<file path="config.mk">
export PLATFORM = sky130hd
export DESIGN_NAME = vss_front_flat
export DESIGN_NICKNAME = d
export VERILOG_FILES = /design/src/sv/vss_pkg.sv /design/src/sv/vss_if.sv /design/src/sv/vss_front.sv /design/src/flat_wrapper.sv
export SDC_FILE = /design/constraint.sdc
export NUM_CORES = 1
export LEC_CHECK = 0
export ABC_CLOCK_PERIOD_IN_PS = 15580
export BUFFER_PORTS_ARGS = -buffer_cell sky130_fd_sc_hd__buf_2
export CORE_MARGIN = 1.5
export CORE_UTILIZATION = 44
export CTS_BUF_LIST = sky130_fd_sc_hd__clkbuf_4
export DETAILED_ROUTE_END_ITERATION = 10
export GPL_ROUTABILITY_DRIVEN = 0
export PLACE_DENSITY = 0.71
export SYNTH_ARGS = -nofsm -noshare
export SYNTH_HDL_FRONTEND = slang
export SYNTH_SLANG_ARGS = --single-unit
</file>
<file path="constraint.sdc">
create_clock -name i_clk -period 15.58 [get_ports i_clk]
set_clock_uncertainty 0.2 [all_clocks]
set_input_delay 0.779 -clock i_clk [delete_from_list [all_inputs] [get_ports i_clk]]
set_output_delay 0.779 -clock i_clk [all_outputs]
set_load 0.01 [all_outputs]
</file>
<file path="src/sv/vss_pkg.sv">
// ----------------------------------------------------------------------------
// vss_pkg: shared types and constants
// Field widths, register indexes and the configuration bundle of the
// volume sharpening stencil.
// ----------------------------------------------------------------------------
`default_nettype none

package vss_pkg;

    localparam int VOX_W  = 16;
    localparam int VAL_W  = 15;
    localparam int IDX_W  = 24;
    localparam int SUM_W  = 20;
    localparam int WGT_W  = 12;
    localparam int GAIN_W = 32;
    localparam int SZ_W   = 9;
    localparam int LH_W   = 18;

    localparam logic [2:0] REG_SIZE_X  = 3'd0;
    localparam logic [2:0] REG_SIZE_Y  = 3'd1;
    localparam logic [2:0] REG_SIZE_Z  = 3'd2;
    localparam logic [2:0] REG_FLOOR   = 3'd3;
    localparam logic [2:0] REG_CEILING = 3'd4;
    localparam logic [2:0] REG_WEIGHT  = 3'd5;
    localparam logic [2:0] REG_GAIN    = 3'd6;

    typedef struct packed {
        logic [SZ_W-1:0]   size_x;
        logic [SZ_W-1:0]   size_y;
        logic [SZ_W-1:0]   size_z;
        logic [VAL_W-1:0]  global_floor;
        logic [VAL_W-1:0]  global_ceiling;
        logic [WGT_W-1:0]  sharpen_weight;
        logic [GAIN_W-1:0] gain;
    } t_cfg;

endpackage

`default_nettype wire

</file>
<file path="src/sv/vss_if.sv">
// ----------------------------------------------------------------------------
// vss_if: stream channels
// Valid/ready channels for incoming voxels and outgoing sharpened results.
// ----------------------------------------------------------------------------
`default_nettype none

interface vss_in_if;
    logic               valid;
    logic               ready;
    logic signed [15:0] voxel_value;

    modport source (output valid, output voxel_value, input ready);
    modport sink   (input valid, input voxel_value, output ready);
endinterface


`default_nettype wire

</file>
<file path="src/sv/vss_front.sv">
// ----------------------------------------------------------------------------
// vss_front: voxel front end
// Accepts voxels, tracks the raster position, writes the history memory and,
// given sizes >= 3 and ceiling > floor, queues a job for each interior window.
// ----------------------------------------------------------------------------
`default_nettype none

module vss_front #(
    parameter int MAX_X = 256,
    parameter int MAX_Y = 256,
    parameter int MAX_Z = 256
) (
    input  wire logic          i_clk,
    input  wire logic          i_rst_n,
    input  wire vss_pkg::t_cfg i_cfg,
    vss_in_if.sink             i_vox,
    input  wire logic          i_q_empty,
    input  wire logic          i_back_busy,
    output logic               o_wr_en,
    output logic [$clog2(2*MAX_X*MAX_Y+2*MAX_X+3)-1:0] o_wr_addr,
    output logic [15:0]        o_wr_data,
    output logic               o_push,
    output logic [$clog2(2*MAX_X*MAX_Y+2*MAX_X+3)+$clog2(MAX_X)+$clog2(MAX_Y)
                  +$clog2(MAX_Z)+$clog2(MAX_X+1)+$clog2(MAX_X*MAX_Y+1)-1:0] o_job
);
    import vss_pkg::*;

    localparam int DEPTH = 2*MAX_X*MAX_Y + 2*MAX_X + 3;
    localparam int AW = $clog2(DEPTH);
    localparam int XW = $clog2(MAX_X);
    localparam int YW = $clog2(MAX_Y);
    localparam int ZW = $clog2(MAX_Z);
    localparam int XS = $clog2(MAX_X+1);
    localparam int YS = $clog2(MAX_Y+1);
    localparam int ZS = $clog2(MAX_Z+1);
    localparam int KW = $clog2(MAX_X*MAX_Y+1);

    logic [XS-1:0] sx;
    logic [YS-1:0] sy;
    logic [ZS-1:0] sz;
    logic [KW-1:0] koff_c;
    logic [XW-1:0] r_x, n_x;
    logic [YW-1:0] r_y, n_y;
    logic [ZW-1:0] r_z, n_z;
    logic [AW-1:0] r_wp;
    logic          accept;
    logic          emit;

    always_comb begin
        if (i_cfg.size_x < SZ_W'(3)) begin
            sx = XS'(3);
        end else if (i_cfg.size_x > MAX_X) begin
            sx = XS'(MAX_X);
        end else begin
            sx = XS'(i_cfg.size_x);
        end
        if (i_cfg.size_y < SZ_W'(3)) begin
            sy = YS'(3);
        end else if (i_cfg.size_y > MAX_Y) begin
            sy = YS'(MAX_Y);
        end else begin
            sy = YS'(i_cfg.size_y);
        end
        if (i_cfg.size_z < SZ_W'(3)) begin
            sz = ZS'(3);
        end else if (i_cfg.size_z > MAX_Z) begin
            sz = ZS'(MAX_Z);
        end else begin
            sz = ZS'(i_cfg.size_z);
        end
    end

    assign koff_c = KW'(sx) * KW'(sy);

    // The history memory has one read port, so no voxel enters while a window
    // is still being fetched or waits in the queue.
    assign i_vox.ready = i_q_empty && !i_back_busy;
    assign accept      = i_vox.valid && i_vox.ready;

    assign emit = (i_cfg.size_x >= SZ_W'(3)) && (i_cfg.size_y >= SZ_W'(3))
               && (i_cfg.size_z >= SZ_W'(3))
               && (i_cfg.global_ceiling > i_cfg.global_floor)
               && (r_x >= XW'(2)) && (r_y >= YW'(2)) && (r_z >= ZW'(2))
               && (XS'(r_x) < sx) && (YS'(r_y) < sy) && (ZS'(r_z) < sz);

    always_comb begin
        n_x = r_x;
        n_y = r_y;
        n_z = r_z;
        if (XS'(r_x) + XS'(1) >= sx) begin
            n_x = '0;
            if (YS'(r_y) + YS'(1) >= sy) begin
                n_y = '0;
                n_z = (ZS'(r_z) + ZS'(1) >= sz) ? '0 : r_z + ZW'(1);
            end else begin
                n_y = r_y + YW'(1);
            end
        end else begin
            n_x = r_x + XW'(1);
        end
    end

    always_ff @(posedge i_clk) begin
        if (!i_rst_n) begin
            r_x    <= '0;
            r_y    <= '0;
            r_z    <= '0;
            r_wp   <= '0;
        end else begin
            if (accept) begin
                r_x  <= n_x;
                r_y  <= n_y;
                r_z  <= n_z;
                r_wp <= (r_wp == AW'(DEPTH-1)) ? '0 : r_wp + AW'(1);
            end
        end
    end

    assign o_wr_en   = accept;
    assign o_wr_addr = r_wp;
    assign o_wr_data = i_vox.voxel_value;
    assign o_push    = accept && emit;
    assign o_job     = {r_wp, r_x, r_y, r_z, sx, koff_c};

    a_stall_busy: assert property (@(posedge i_clk) disable iff (!i_rst_n)
        (i_back_busy || !i_q_empty) |-> !accept)
        else $error("voxel taken while a window fetch is pending");
    a_wp_range: assert property (@(posedge i_clk) disable iff (!i_rst_n)
        r_wp < AW'(DEPTH))
        else $error("history write pointer out of range");

endmodule

`default_nettype wire

</file>
<file path="src/flat_wrapper.sv">
// flat-port wrapper written by rule: the top's interface ports become plain ports
module vss_front_flat import vss_pkg::*;
#(
    parameter int MAX_X = 256,
    parameter int MAX_Y = 256,
    parameter int MAX_Z = 256
)
  (i_clk, i_rst_n, i_cfg, i_q_empty, i_back_busy, o_wr_en, o_wr_addr, o_wr_data, o_push, o_job, i_vox_valid, i_vox_voxel_value, i_vox_ready);
  vss_in_if i_vox_i ();
  input  wire logic i_clk;
  input  wire logic i_rst_n;
  input  wire vss_pkg::t_cfg i_cfg;
  input  wire logic i_q_empty;
  input  wire logic i_back_busy;
  output logic o_wr_en;
  output logic [$clog2(2*MAX_X*MAX_Y+2*MAX_X+3)-1:0] o_wr_addr;
  output logic [15:0] o_wr_data;
  output logic o_push;
  output logic [$clog2(2*MAX_X*MAX_Y+2*MAX_X+3)+$clog2(MAX_X)+$clog2(MAX_Y)
                  +$clog2(MAX_Z)+$clog2(MAX_X+1)+$clog2(MAX_X*MAX_Y+1)-1:0] o_job;
  input wire logic [$bits(i_vox_i.valid)-1:0] i_vox_valid;
  input wire logic [$bits(i_vox_i.voxel_value)-1:0] i_vox_voxel_value;
  output wire logic [$bits(i_vox_i.ready)-1:0] i_vox_ready;
  assign i_vox_i.valid = i_vox_valid;
  assign i_vox_i.voxel_value = i_vox_voxel_value;
  assign i_vox_ready = i_vox_i.ready;
  vss_front #(.MAX_X(MAX_X), .MAX_Y(MAX_Y), .MAX_Z(MAX_Z)) u_core (.i_clk(i_clk), .i_rst_n(i_rst_n), .i_cfg(i_cfg), .i_vox(i_vox_i), .i_q_empty(i_q_empty), .i_back_busy(i_back_busy), .o_wr_en(o_wr_en), .o_wr_addr(o_wr_addr), .o_wr_data(o_wr_data), .o_push(o_push), .o_job(o_job));
endmodule
</file>
==> flow_summary.ini <==
[run_status]
status = complete, but fails checks
violations = DRC

[yosys]
syn_inst = 852
synth_area_leaders = ha_1, fa_1, dfxtp_1
synth_edf_count = 0
ys_ff_latch = 42
synthFlopType = dfxtp_1
ys_warn_count = 0
seq_area_frac_synth_pct = 12.6
syn-cell-area_um2 = 6650
synth_commonest_cells = inv_1, ha_1, nor2_1, nand2_1, fa_1
syn_area_per_cell_um2 = 7.81
ys_types = 59
syn_nets = 1133
yosysTopAreaCell = ha_1
synth_top_area_share_pct = 20.7
synthArstFlopShare_pct = 0
synth.most_common_cell = inv_1

[sta]
max_slew.worst_pin.slew_ns = 0.843
setup_viol_count_final = 0
hold_viol_final = 0
period_share_pct = 47.8
min_period_ns = 7.45
maxSlewViolCount = 0
rsz0062_at_grt = false
clock.fmax_mhz = 134
slew_headroom_pct = 43.2
fin_tns_setup_ns = 0

[drt]
wl_per_cell_um = 14.6
drt-initial-drc-count = 356
route.detailed.drc = 11
routed_wl_mm = 16.6
vias_per_cell = 5.37
dr.pass1.iters = 9
vias = 6124
final_antenna_net_count = 0

[die]
core_area_um2 = 14600
start_util_pct = 45.4
die_width_um = 126
pin_count = 227
fp-row-count = 44
dieArea_um2 = 15900
fp.dieH_um = 126

[cells_and_area]
finalNetCount = 1236
antenna_cells = 0
final_layout_size_suffix_gt1_share_pct = 18.6
area_delta_synth_final_pct = 10.7

[cts]
cts_resized = 0
cts_hold_buf = 0
clk_pin_slew_ns = 0.14
cts-root-buf = clkbuf_4
cts.sinks = 42
numCtsBuffers = 5
cts_setup_buffers = 0
clk_latency_ns = 0.36
clockBufferDepth = 2
htreeDepth = 2
cts_tree = yes

[critical_path]
worstPathArrival_ns = 6.47
crit_path_top_delay_cell = fa_1
path_cells = buf_2 -> or4_1 -> nor3_1 -> nor2_1 -> nor2_1 -> nand2_1 -> fa_1 -> inv_1 -> fa_1 -> ha_1 -> inv_1 -> fa_1 -> inv_1 -> ha_1 -> a21oi_1 -> o21ai_0 -> a2111oi_2 -> o31ai_1 -> a21oi_1 -> xnor2_1 -> buf_2
cp-start-kind = input port
critPathTopFamily = adder cells
worstSetupPathType = in -> out
path_buf_inv = 5
cp_max_fo = 8
end_kind = primary output
critPathRequiredTime_ns = 14.60
critPathMaxStageDelay_ns = 0.59

[grt]
grt_first_pass_wirelength_mm = 27.6
track_usage_pct = 20.9
antenna_found_initial = 0
grt_pass1_vias = 5811
grt_max_degree = 35
grt_overflow_total = 0

[flow_run]
drv_cap = 0

[power]
p_leak_nw = 3.90
ir_worst_vdd_mv = 0.0531
power_density_nw_per_um2 = 40.8
fin_total_pwr_mw = 0.301

[placement]
hpwl_mm = 13.6
numPortBuffers = 150

[worst_hold_path]
hp-class = reg -> reg
==> worst reg2reg max path: cells and delay by family (launching register included) <==
kind                     cells  cell delay, ns
AO/OA/AOI/OAI                4            0.99
AND/OR/NAND/NOR              3            0.69
adder cells (fa/ha/maj)      2            0.63
flip-flops                   1            0.55
XOR/XNOR                     1            0.23
==> kinds of logic (layout without fill, tap and decap cells) <==
family / after synthesis / after routing / synth area share (%)
simple gates: 297 / 297 / 21.4
flops: 42 / 42 / 12.6
fa+ha+maj: 159 / 159 / 35.4
compound gates: 133 / 133 / 12.8
buf+inv: 179 / 283 / 12.1
xor+xnor: 42 / 42 / 5.53
==> area by class of cell <==
cell class / instances / area (um^2)
Fill cell: 1432 / 7280
Multi-Input combinational cell: 631 / 5010
Sequential cell: 42 / 841
Timing Repair Buffer: 151 / 758
Inverter: 124 / 465
Tap cell: 184 / 230
Clock buffer: 5 / 37.5
Clock inverter: 3 / 25.0
==> placed cells by master (no fill, tap or decap), types with 2 or more instances in the layout <==
cell type    n
a2111oi_0    3
a211oi_1     3
a21boi_0     8
a21o_1       8
a21oi_1     43
a22oi_1      2
a31o_2       4
a31oi_1      3
and2_1       2
and3_1      13
buf_2      150
clkbuf_4     5
clkinv_1     4
dfxtp_1     42
fa_1        49
ha_1       110
inv_1      119
nand2_1     87
nand2b_1     9
nand3_1     20
nand3b_1     7
nand4_1     13
nor2_1      88
nor2b_1     14
nor3_1      11
nor4_1      11
o2111ai_1    5
o211ai_1     7
o21a_1       4
o21ai_0     25
o22ai_1      7
o31ai_1      2
or2_2        3
or3_1        6
or4_1        3
xnor2_1     22
xor2_1      20
==> worst paths after layout <==
kind	from	endpoint	slack, ns	cells past startpoint
worst max-delay path	i_cfg[85]	o_job[13]	8.13	21
worst min-delay path	u_core.o_wr_addr[9]	u_core.o_wr_addr[9]	0.35	2
worst max register to register	u_core.r_y[1]	u_core.r_y[6]	12.24	10
worst min register to register	u_core.o_wr_addr[9]	u_core.o_wr_addr[9]	0.35	2
==> layer usage <==
| metal | track usage (%) | vias up | part of all wire [%] |
|---|---|---|---|
| met5 | 0 | - | 0 |
| met4 | 4.73 | 0 | 1.4 |
| met3 | 2.68 | 23 | 5.6 |
| met2 | 37.2 | 189 | 49 |
| met1 | 27.1 | 2884 | 44 |
| li1 | - | 3028 | - |
==> sequential cells by signal, summed over array words and instances (netlist names) <==
register	cells
u_core.o_wr_addr	18
u_core.r_x	8
u_core.r_z	8
u_core.r_y	8
==> power breakdown <==
group          total, mW  switching [mW]  internal [mW]
clock             0.0584          0.0399         0.0184
sequential         0.109        0.000919          0.108
combinational      0.133          0.0801         0.0534
==> per-stage QoR <==
stage | cell area [um^2] | instances | setup slack, ns | util (%) | hold slack [ns]
after floorplan | 6650 | 852 | 9.01 | - | 0.335
final | 7360 | 1140 | 8.13 | 50.3 | 0.354
after global placement | 7300 | 1132 | 8.17 | 49.9 | 0.317
after detailed placement | 7300 | 1132 | 8.11 | 49.9 | 0.326
after global routing | 7360 | 1140 | 7.75 | 50.3 | 0.389
after CTS | 7360 | 1140 | 8.11 | 50.3 | 0.348
No activity file was read; power rests on OpenSTA's default activity.
