$ cat config.mk
export PLATFORM = sky130hd
export DESIGN_NAME = vss_jobq
export DESIGN_NICKNAME = d
export VERILOG_FILES = /design/src/sv/vss_jobq.sv
export SDC_FILE = /design/constraint.sdc
export NUM_CORES = 1
export LEC_CHECK = 0
export ABC_CLOCK_PERIOD_IN_PS = 5820
export BUFFER_PORTS_ARGS = -buffer_cell sky130_fd_sc_hd__buf_2
export CAP_MARGIN = 40
export CELL_PAD_IN_SITES_DETAIL_PLACEMENT = 0
export CELL_PAD_IN_SITES_GLOBAL_PLACEMENT = 1
export CORE_MARGIN = 1.5
export CORE_UTILIZATION = 44
export CTS_CLUSTER_DIAMETER = 200
export DETAILED_ROUTE_END_ITERATION = 6
export PLACE_DENSITY = 0.84
export SYNTH_ARGS = -nofsm -noshare
export SYNTH_HDL_FRONTEND = slang
export SYNTH_SLANG_ARGS = --single-unit
$ cat constraint.sdc
create_clock -name i_clk -period 5.82 [get_ports i_clk]
set_input_delay 1.164 -clock i_clk [delete_from_list [all_inputs] [get_ports i_clk]]
set_output_delay 1.164 -clock i_clk [all_outputs]
set_load 0.03 [all_outputs]
$ cat src/sv/vss_jobq.sv
// ----------------------------------------------------------------------------
// vss_jobq: job queue
// Two-entry queue of window jobs between the front end and the back end.
// ----------------------------------------------------------------------------
`default_nettype none

module vss_jobq #(
    parameter int W = 64
) (
    input  wire logic         i_clk,
    input  wire logic         i_rst_n,
    input  wire logic         i_push,
    input  wire logic [W-1:0] i_data,
    input  wire logic         i_pop,
    output logic [W-1:0]      o_data,
    output logic              o_empty
);

    logic [W-1:0] r_buf [2];
    logic         r_wr_ptr;
    logic         r_rd_ptr;
    logic [1:0]   r_cnt;
    logic         full;

    assign o_empty = (r_cnt == 2'd0);
    assign full    = (r_cnt == 2'd2);
    assign o_data  = r_buf[r_rd_ptr];

    always_ff @(posedge i_clk) begin
        if (i_push) begin
            r_buf[r_wr_ptr] <= i_data;
        end
    end

    always_ff @(posedge i_clk) begin
        if (!i_rst_n) begin
            r_wr_ptr <= 1'b0;
            r_rd_ptr <= 1'b0;
            r_cnt    <= 2'd0;
        end else begin
            if (i_push) begin
                r_wr_ptr <= ~r_wr_ptr;
            end
            if (i_pop) begin
                r_rd_ptr <= ~r_rd_ptr;
            end
            if (i_push && !i_pop) begin
                r_cnt <= r_cnt + 2'd1;
            end else if (i_pop && !i_push) begin
                r_cnt <= r_cnt - 2'd1;
            end
        end
    end

    a_no_overflow: assert property (@(posedge i_clk) disable iff (!i_rst_n)
        i_push |-> (!full || i_pop))
        else $error("job queue overflow");
    a_no_underflow: assert property (@(posedge i_clk) disable iff (!i_rst_n)
        i_pop |-> !o_empty)
        else $error("job queue underflow");

endmodule

`default_nettype wire

==> run summary, run 1 <==
Gr ovfl total - 0
CTS H-Tree Depth - 4
Die Y - 108.0 microns
WS Path Type - register to output pin
Sequential area share after synthesis - 81.32%
Syn Inst Count - 220
Die width - 108.0 microns
Setup Viol. Count Final - 0
Worst slew margin - 44.08%
CP Launch Type - register
Ys Warns - 0
Fin. max-slew vios - 0
PD cells - 385.2 nW/um^2
FP Rows - 38
Clock root cell - clkbuf_8
# nets final - 436
Worst-path clk slew - 0.05 ns
Final worst path period need - 3.563 ns
Hold Buf Count CTS - 0
Routed WL - 7.922 mm
Fmax - 280.6 MHz
Worst Hold Class - register to register
Max_cap viols - 0
Final Hold Viols - 0
Most frequent cells in the layout - buf_2, edfxtp_1, mux2_2
Setup TNS - 0 ns
Worst-Margin Slew - 0.8388 ns
Placement Cell Area - 5643 sq um
CTS sink cnt - 133
CP delay by family, top - flip-flops
Leak Pwr - 0.002352 uW
DR pass1 iterations - 4
Fraction of layout cells with a size suffix above 1 - 59.74%
Crit-path max cell delay - 0.74 ns
Run status - complete, no violations
Initial antenna violation count - 0
Mapped cell area - 4850 sq um
WL/cell - 15.23 microns
Critical path cell sequence - buf_4, mux2_2, buf_2
Die area - 11660 sq um
Synth Area per Inst - 22.04 sq um
Via Count - 2472
GRT Total Usage - 14.14%
Deepest clock path buffer count - 2
CTS tree - yes
Critical path capture point type - output pin
# port buffers - 132
#FFs+latches synth - 133
VDD IR-drop max - 0.0001746 V
Hold_ws - 0.5094 ns
Largest net degree at the start of global routing - 65
Hpwl dp - 5.126 mm
DRC viols - 0
Post-cts resize count - 0
Clock Skew - 0.007162 ns
DRT iter0 DRCs - 108
Number of buffer and inverter stages on the critical path - 2
Post-CTS setup buffers - 0
Clk Latency, worst-skew pair - 0.51 ns
Antenna violation net count after detailed routing - 0
Critical path arrival - 2.40 ns
Final GP Congestion - 0.7052
Synthesis-to-layout area growth - 28.02%
Number of buffers created by CTS - 17
Post-route cell area - 6208 sq um
I/O pin count - 133
Critical Path Slowest Stage Cell - dfxtp_2
First-pass GRT wire length - 11.97 mm
Core ar. - 10790 sq um
Data required, critical path - 4.66 ns
Fin cells - 520
Routed vias/inst - 4.754
Post-synth net total - 289
Placed cells - 488
Initial core utilization - 44.93%
RSZ-0062 raised after global routing - false
Tcrit/Tclk final - 61.23%
N_diodes - 0
Vias in the first global route - 2484
Commonest non-fill, non-tap cell in the layout - buf_2
Count of cell types in the netlist - 16
Crit Path Max Fanout - 37
==> worst paths after layout <==
| path | slack, ns | end | start | cells past startpoint |
|---|---|---|---|---|
| max | 2.26 | o_data[33] | register | 3 |
| min | 0.51 | r_cnt[1] | r_cnt[1] | 2 |
| max reg2reg | 3.93 | r_buf[0][32] | r_wr_ptr | 2 |
| min reg2reg | 0.51 | r_cnt[1] | r_cnt[1] | 2 |
==> per-layer routing <==
layer  track usage, %  share of wire [%]  up-vias  wire, microns
met5                0                  0        -              0
met4            5.921                1.4        0            108
met3            5.606                7.0       10            552
met2            23.73                 52       86           4115
met1            16.14                 40     1211           3147
li1                 -                  -     1165              -
==> where the power goes <==
part           total, uW  internal (uW)  switching [uW]  leakage [uW]
combinational        272            101             171      0.000831
sequential          1130           1110            19.2       0.00124
clock                993            652             341      0.000278
total               2390           1860             532       0.00235
==> cells in the mapped netlist (all sizes together) <==
cell type | count | area [sq um]
edfxtp | 128 | 3844
mux2 | 64 | 720.7
buf | 7 | 75.07
dfxtp | 5 | 100.1
and2 | 4 | 25.02
nor2b | 2 | 12.51
xor2 | 2 | 17.52
a21boi | 1 | 7.510
ha | 1 | 12.51
inv | 1 | 3.750
nor2 | 1 | 3.750
o21a | 1 | 7.510
o21ai | 1 | 5.000
or3 | 1 | 6.260
xnor2 | 1 | 8.760
==> worst register-to-register path, stage by stage (launching register included) <==
cell and delay [ns]:
dfxtp_1 0.33, nor2b_4 0.57, buf_4 0.60
==> final cells by class <==
class / instances / area, sq um
Sequential cell: 133 / 3945
Tap cell: 140 / 175.2
Multi-Input combinational cell: 79 / 835.8
Clock inverter: 5 / 73.82
Timing Repair Buffer: 135 / 683.2
Inverter: 1 / 3.754
Clock buffer: 27 / 491.7
Fill cell: 840 / 4584
==> stage by stage <==
step / utilization [%] / total power [uW] / worst slack [ns]
5_1_grt: 57.52 / 2484 / 2.063
2_1_floorplan: - / 1340 / 1.316
3_3_place_gp: 52.28 / 1415 / 2.752
3_5_place_dp: 52.28 / 1422 / 2.727
6_report: 57.52 / 2392 / 2.257
4_1_cts: 57.52 / 2422 / 2.176
==> registers in the layout (all words and copies together) (netlist names), named ones only <==
register,flops
r_cnt,2
r_buf,128
r_wr_ptr,1
r_rd_ptr,1
==> cell families (layout without fill, tap and decap cells) <==
kind of cell,count (synthesis),after routing,synth area share (%)
AO/OA/AOI/OAI,3,3,0.4128
flip-flops,133,133,81.32
multiplexers,64,64,14.86
XOR/XNOR,3,3,0.5419
buffers and inverters,8,168,1.625
AND/OR/NAND/NOR,8,8,0.9803
adder cells (fa/ha/maj),1,1,0.2580
(Power assumes the default switching activity.)
==> run 2, diff against run 1 <==
--- a/config.mk
+++ b/config.mk
@@ -5,7 +5,8 @@
 export SDC_FILE = /design/constraint.sdc
 export NUM_CORES = 1
 export LEC_CHECK = 0
-export ABC_CLOCK_PERIOD_IN_PS = 5820
+export ABC_AREA = 1
+export ABC_CLOCK_PERIOD_IN_PS = 3390
 export BUFFER_PORTS_ARGS = -buffer_cell sky130_fd_sc_hd__buf_2
 export CAP_MARGIN = 40
 export CELL_PAD_IN_SITES_DETAIL_PLACEMENT = 0
@@ -14,7 +15,7 @@
 export CORE_UTILIZATION = 44
 export CTS_CLUSTER_DIAMETER = 200
 export DETAILED_ROUTE_END_ITERATION = 6
-export PLACE_DENSITY = 0.84
+export PLACE_DENSITY = 0.83
 export SYNTH_ARGS = -nofsm -noshare
 export SYNTH_HDL_FRONTEND = slang
 export SYNTH_SLANG_ARGS = --single-unit
==> constraint.sdc (replaced) <==
create_clock -name i_clk -period 3.39 [get_ports i_clk]
set_input_delay 0.678 -clock i_clk [delete_from_list [all_inputs] [get_ports i_clk]]
set_output_delay 0.678 -clock i_clk [all_outputs]
set_load 0.03 [all_outputs]
==> run summary, run 2 <==
Run status - complete, no violations
GR met1 Demand/Resource - 15.59% (-0.54 points)
Worst-Margin Slew - 0.5905 ns (-0.2483 ns)
# nets final - 452 (+3.7%)
#FFs+latches synth - 133 (unchanged)
Fmax - 386.1 MHz
Fraction of layout cells with a size suffix above 1 - 59.09% (-0.65 points)
Top-count cell post-synth - edfxtp_1
CP Launch Type - register
Post-route cell area - 6546 sq um (+5.4%)
Share of Yosys cell area claimed by the top area cell type - 74.71% (-4.5 points)
Top reg by flops - r_buf
Ys async rst share - 0% (unchanged)
Hold Buf Count CTS - 0 (unchanged)
Initial antenna violation count - 0 (unchanged)
Synthesis-to-layout area growth - 27.24%
Worst Hold Class - input port to register
Clock Skew - 0.004522 ns (-0.002640 ns)
Placement Cell Area - 5934 sq um (+5.2%)
Most frequent cells in the layout - buf_2, edfxtp_1, mux2_4
Setup TNS - 0 ns (unchanged)
Post-CTS setup buffers - 0 (unchanged)
VDD IR-drop max - 0.0003565 V (+100%)
Critical path cell sequence - buf_4, mux2_4, buf_2
Initial core utilization - 45.06% (+0.12 points)
Synth Area in Adders - 0.2432% (-0.015 points)
Post-synth net total - 302 (+4.5%)
Die area - 12350 sq um (+5.9%)
DRT iter0 DRCs - 61 (-44%)
Synth Area in Compound Gates - 0.1946% (-0.22 points)
Crit Path Max Fanout - 28 (-24%)
Data required, critical path - 2.71 ns (-1.95 ns)
Crit-path max cell delay - 0.68 ns (-0.06 ns)
Layout Utilization - 57.33% (-0.19 points)
Setup Viol. Count Final - 0 (unchanged)
Final GP Congestion - 0.6541 (-7.2%)
Critical path arrival - 1.91 ns (-0.49 ns)
Number of buffers created by CTS - 17 (unchanged)
Deepest clock path buffer count - 2 (unchanged)
RSZ-0062 raised after global routing - false
Via Count - 2475 (+0.12%)
Syn Inst Count - 233 (+5.9%)
Clk Latency, worst-skew pair - 0.40 ns (-0.11 ns)
Ys Warns - 0 (unchanged)
Final Hold Viols - 0 (unchanged)
Worst slew margin - 60.57% (+16 points)
Antenna violation net count after detailed routing - 0 (unchanged)
Tcrit/Tclk final - 76.40%
Worst R2R End - r_buf[1][31]
Area contributors post-synth - edfxtp_1, mux2_4, buf_12, dfxtp_1, mux2_2
CTS H-Tree Depth - 4 (unchanged)
Mapped cell area - 5145 sq um (+6.1%)
Most Crowded Layer GR - met2
Core ar. - 11420 sq um (+5.8%)
Worst-path clk slew - 0.05 ns (about the same)
Synth Area per Inst - 22.08 sq um (+0.17%)
# port buffers - 132 (unchanged)
Largest family of logic cells by synthesized area - multiplexers
Largest register FFs - 128 (unchanged)
DRC viols - 0 (unchanged)
WS Path Type - register to output pin
Top cells by count, synth - edfxtp_1, mux2_4, inv_1, nand2_1, nor2_1
Flop2flop setup slack - 1.81 ns (-2.12 ns)
N_diodes - 0 (unchanged)
Met3 GRT Util - 6.288% (+0.68 points)
Count of cell types in the netlist - 14 (-2)
Main synth FF type - edfxtp_1
Number of flops mapped to enable cells by yosys - 128 (unchanged)
Critical path capture point type - output pin
CTS sink cnt - 133 (unchanged)
Power Total - 4267 uW (+78%)
Hold_ws - 0.4581 ns (-0.05132 ns)
Synth Area in XOR/XNOR - 0% (-0.54 points)
PD cells - 651.8 nW/um^2 (+69%)
Max_cap viols - 0 (unchanged)
Commonest non-fill, non-tap cell in the layout - buf_2
Worst Setup EP - o_data[13]
Routed WL - 7.958 mm (+0.45%)
Mux share of post-synthesis cell area - 18.39% (+3.5 points)
Post-synthesis simple-gate area fraction - 1.386% (+0.41 points)
Die width - 111.1 microns (+2.9%)
Gr ovfl total - 0 (unchanged)
Routed vias/inst - 4.592 (-3.4%)
CTS tree - yes
Worst r2r src - r_wr_ptr
Die Y - 111.1 microns (+2.9%)
Sequential area share after synthesis - 76.65% (-4.7 points)
Synth area leader - edfxtp_1
I/O pin count - 133 (unchanged)
Vias in the first global route - 2647 (+6.6%)
Largest regs - r_buf: 128 flops, r_cnt: 2 flops
First-pass GRT wire length - 12.68 mm (+5.9%)
Final worst path period need - 2.590 ns
Fin. max-slew vios - 0 (unchanged)
WL/cell - 14.76 microns (-3.1%)
DR pass1 iterations - 4 (unchanged)
M2 GR Usage - 22.30% (-1.4 points)
FF-to-FF path depth - 3 (+1)
FP Rows - 39 (+2.6%)
Largest net degree at the start of global routing - 40 (-38%)
Hpwl dp - 5.325 mm (+3.9%)
Clock root cell - clkbuf_16
Leak Pwr - 0.002649 uW (+13%)
Critical Path Slowest Stage Cell - dfxtp_4
Post-cts resize count - 0 (unchanged)
GRT Total Usage - 13.72% (-0.43 points)
==> run 2: cell count changes after synthesis, moves of 2 or more <==
cell | before | now
mux2_2 | 64 | 4
nand2_1 | 0 | 8
nor2_1 | 1 | 8
inv_1 | 1 | 8
xor2_1 | 2 | 0
nor2b_1 | 2 | 0
and2_1 | 4 | 0
mux2_4 | 0 | 60
buf_12 | 0 | 6
buf_6 | 6 | 1
==> run 2: worst min path at each step <==
stage	from	end	slack (ns)	cells after the start
3_5_place_dp	r_rd_ptr	register	0.49	2
3_3_place_gp	r_rd_ptr	register	0.47	2
4_1_cts	i_data[1]	r_buf[1][1]	0.44	1
6_report	i_data[1]	r_buf[1][1]	0.46	1
2_1_floorplan	r_rd_ptr	register	0.46	2
5_1_grt	i_data[35]	r_buf[0][35]	0.44	1
==> run 2: final cells by class <==
class	count	area, sq um
tap	143	178.9
fill	909	4872
clock inverter	14	182.7
sequential	133	3948
inverter	8	30.03
multi-input combinational	85	1047
timing repair buffer	138	730.7
clock buffer	18	429.2
==> run 2: per-stage QoR <==
| step | setup WS, ns | cells |
|---|---|---|
| floorplan | 0.6073 | 233 |
| global placement | 1.219 | 507 |
| detailed placement | 1.202 | 507 |
| CTS | 0.7563 | 539 |
| global route | 0.6972 | 539 |
| finish | 0.7999 | 539 |
==> run 2: cell families (layout without fill, tap and decap cells) <==
family,after synthesis,count (layout)
adders and majority gates,1,1
muxes,64,64
AOI/OAI and AO/OA,2,2
buffers and inverters,15,178
DFF,133,133
and+or+nand+nor,18,18
==> run 2: metal layers <==
| metal | part of all wire, % | vias to the layer above |
|---|---|---|
| li1 | - | 1209 |
| met2 | 50 | 85 |
| met3 | 7.3 | 9 |
| met4 | 1.2 | 0 |
| met5 | 0 | - |
| met1 | 41 | 1172 |
==> run 2: power breakdown <==
| group | total (uW) | internal (uW) | switching, uW |
|---|---|---|---|
| combinational | 469 | 195 | 274 |
| clock | 1860 | 1220 | 636 |
| sequential | 1940 | 1900 | 35.6 |
==> run 2: worst max-delay path: cells and delay by family, from the launching register on <==
| kind | cells | cell delay, ns |
|---|---|---|
| flip-flops | 1 | 0.68 |
| buffers and inverters | 2 | 0.51 |
| multiplexers | 1 | 0.32 |
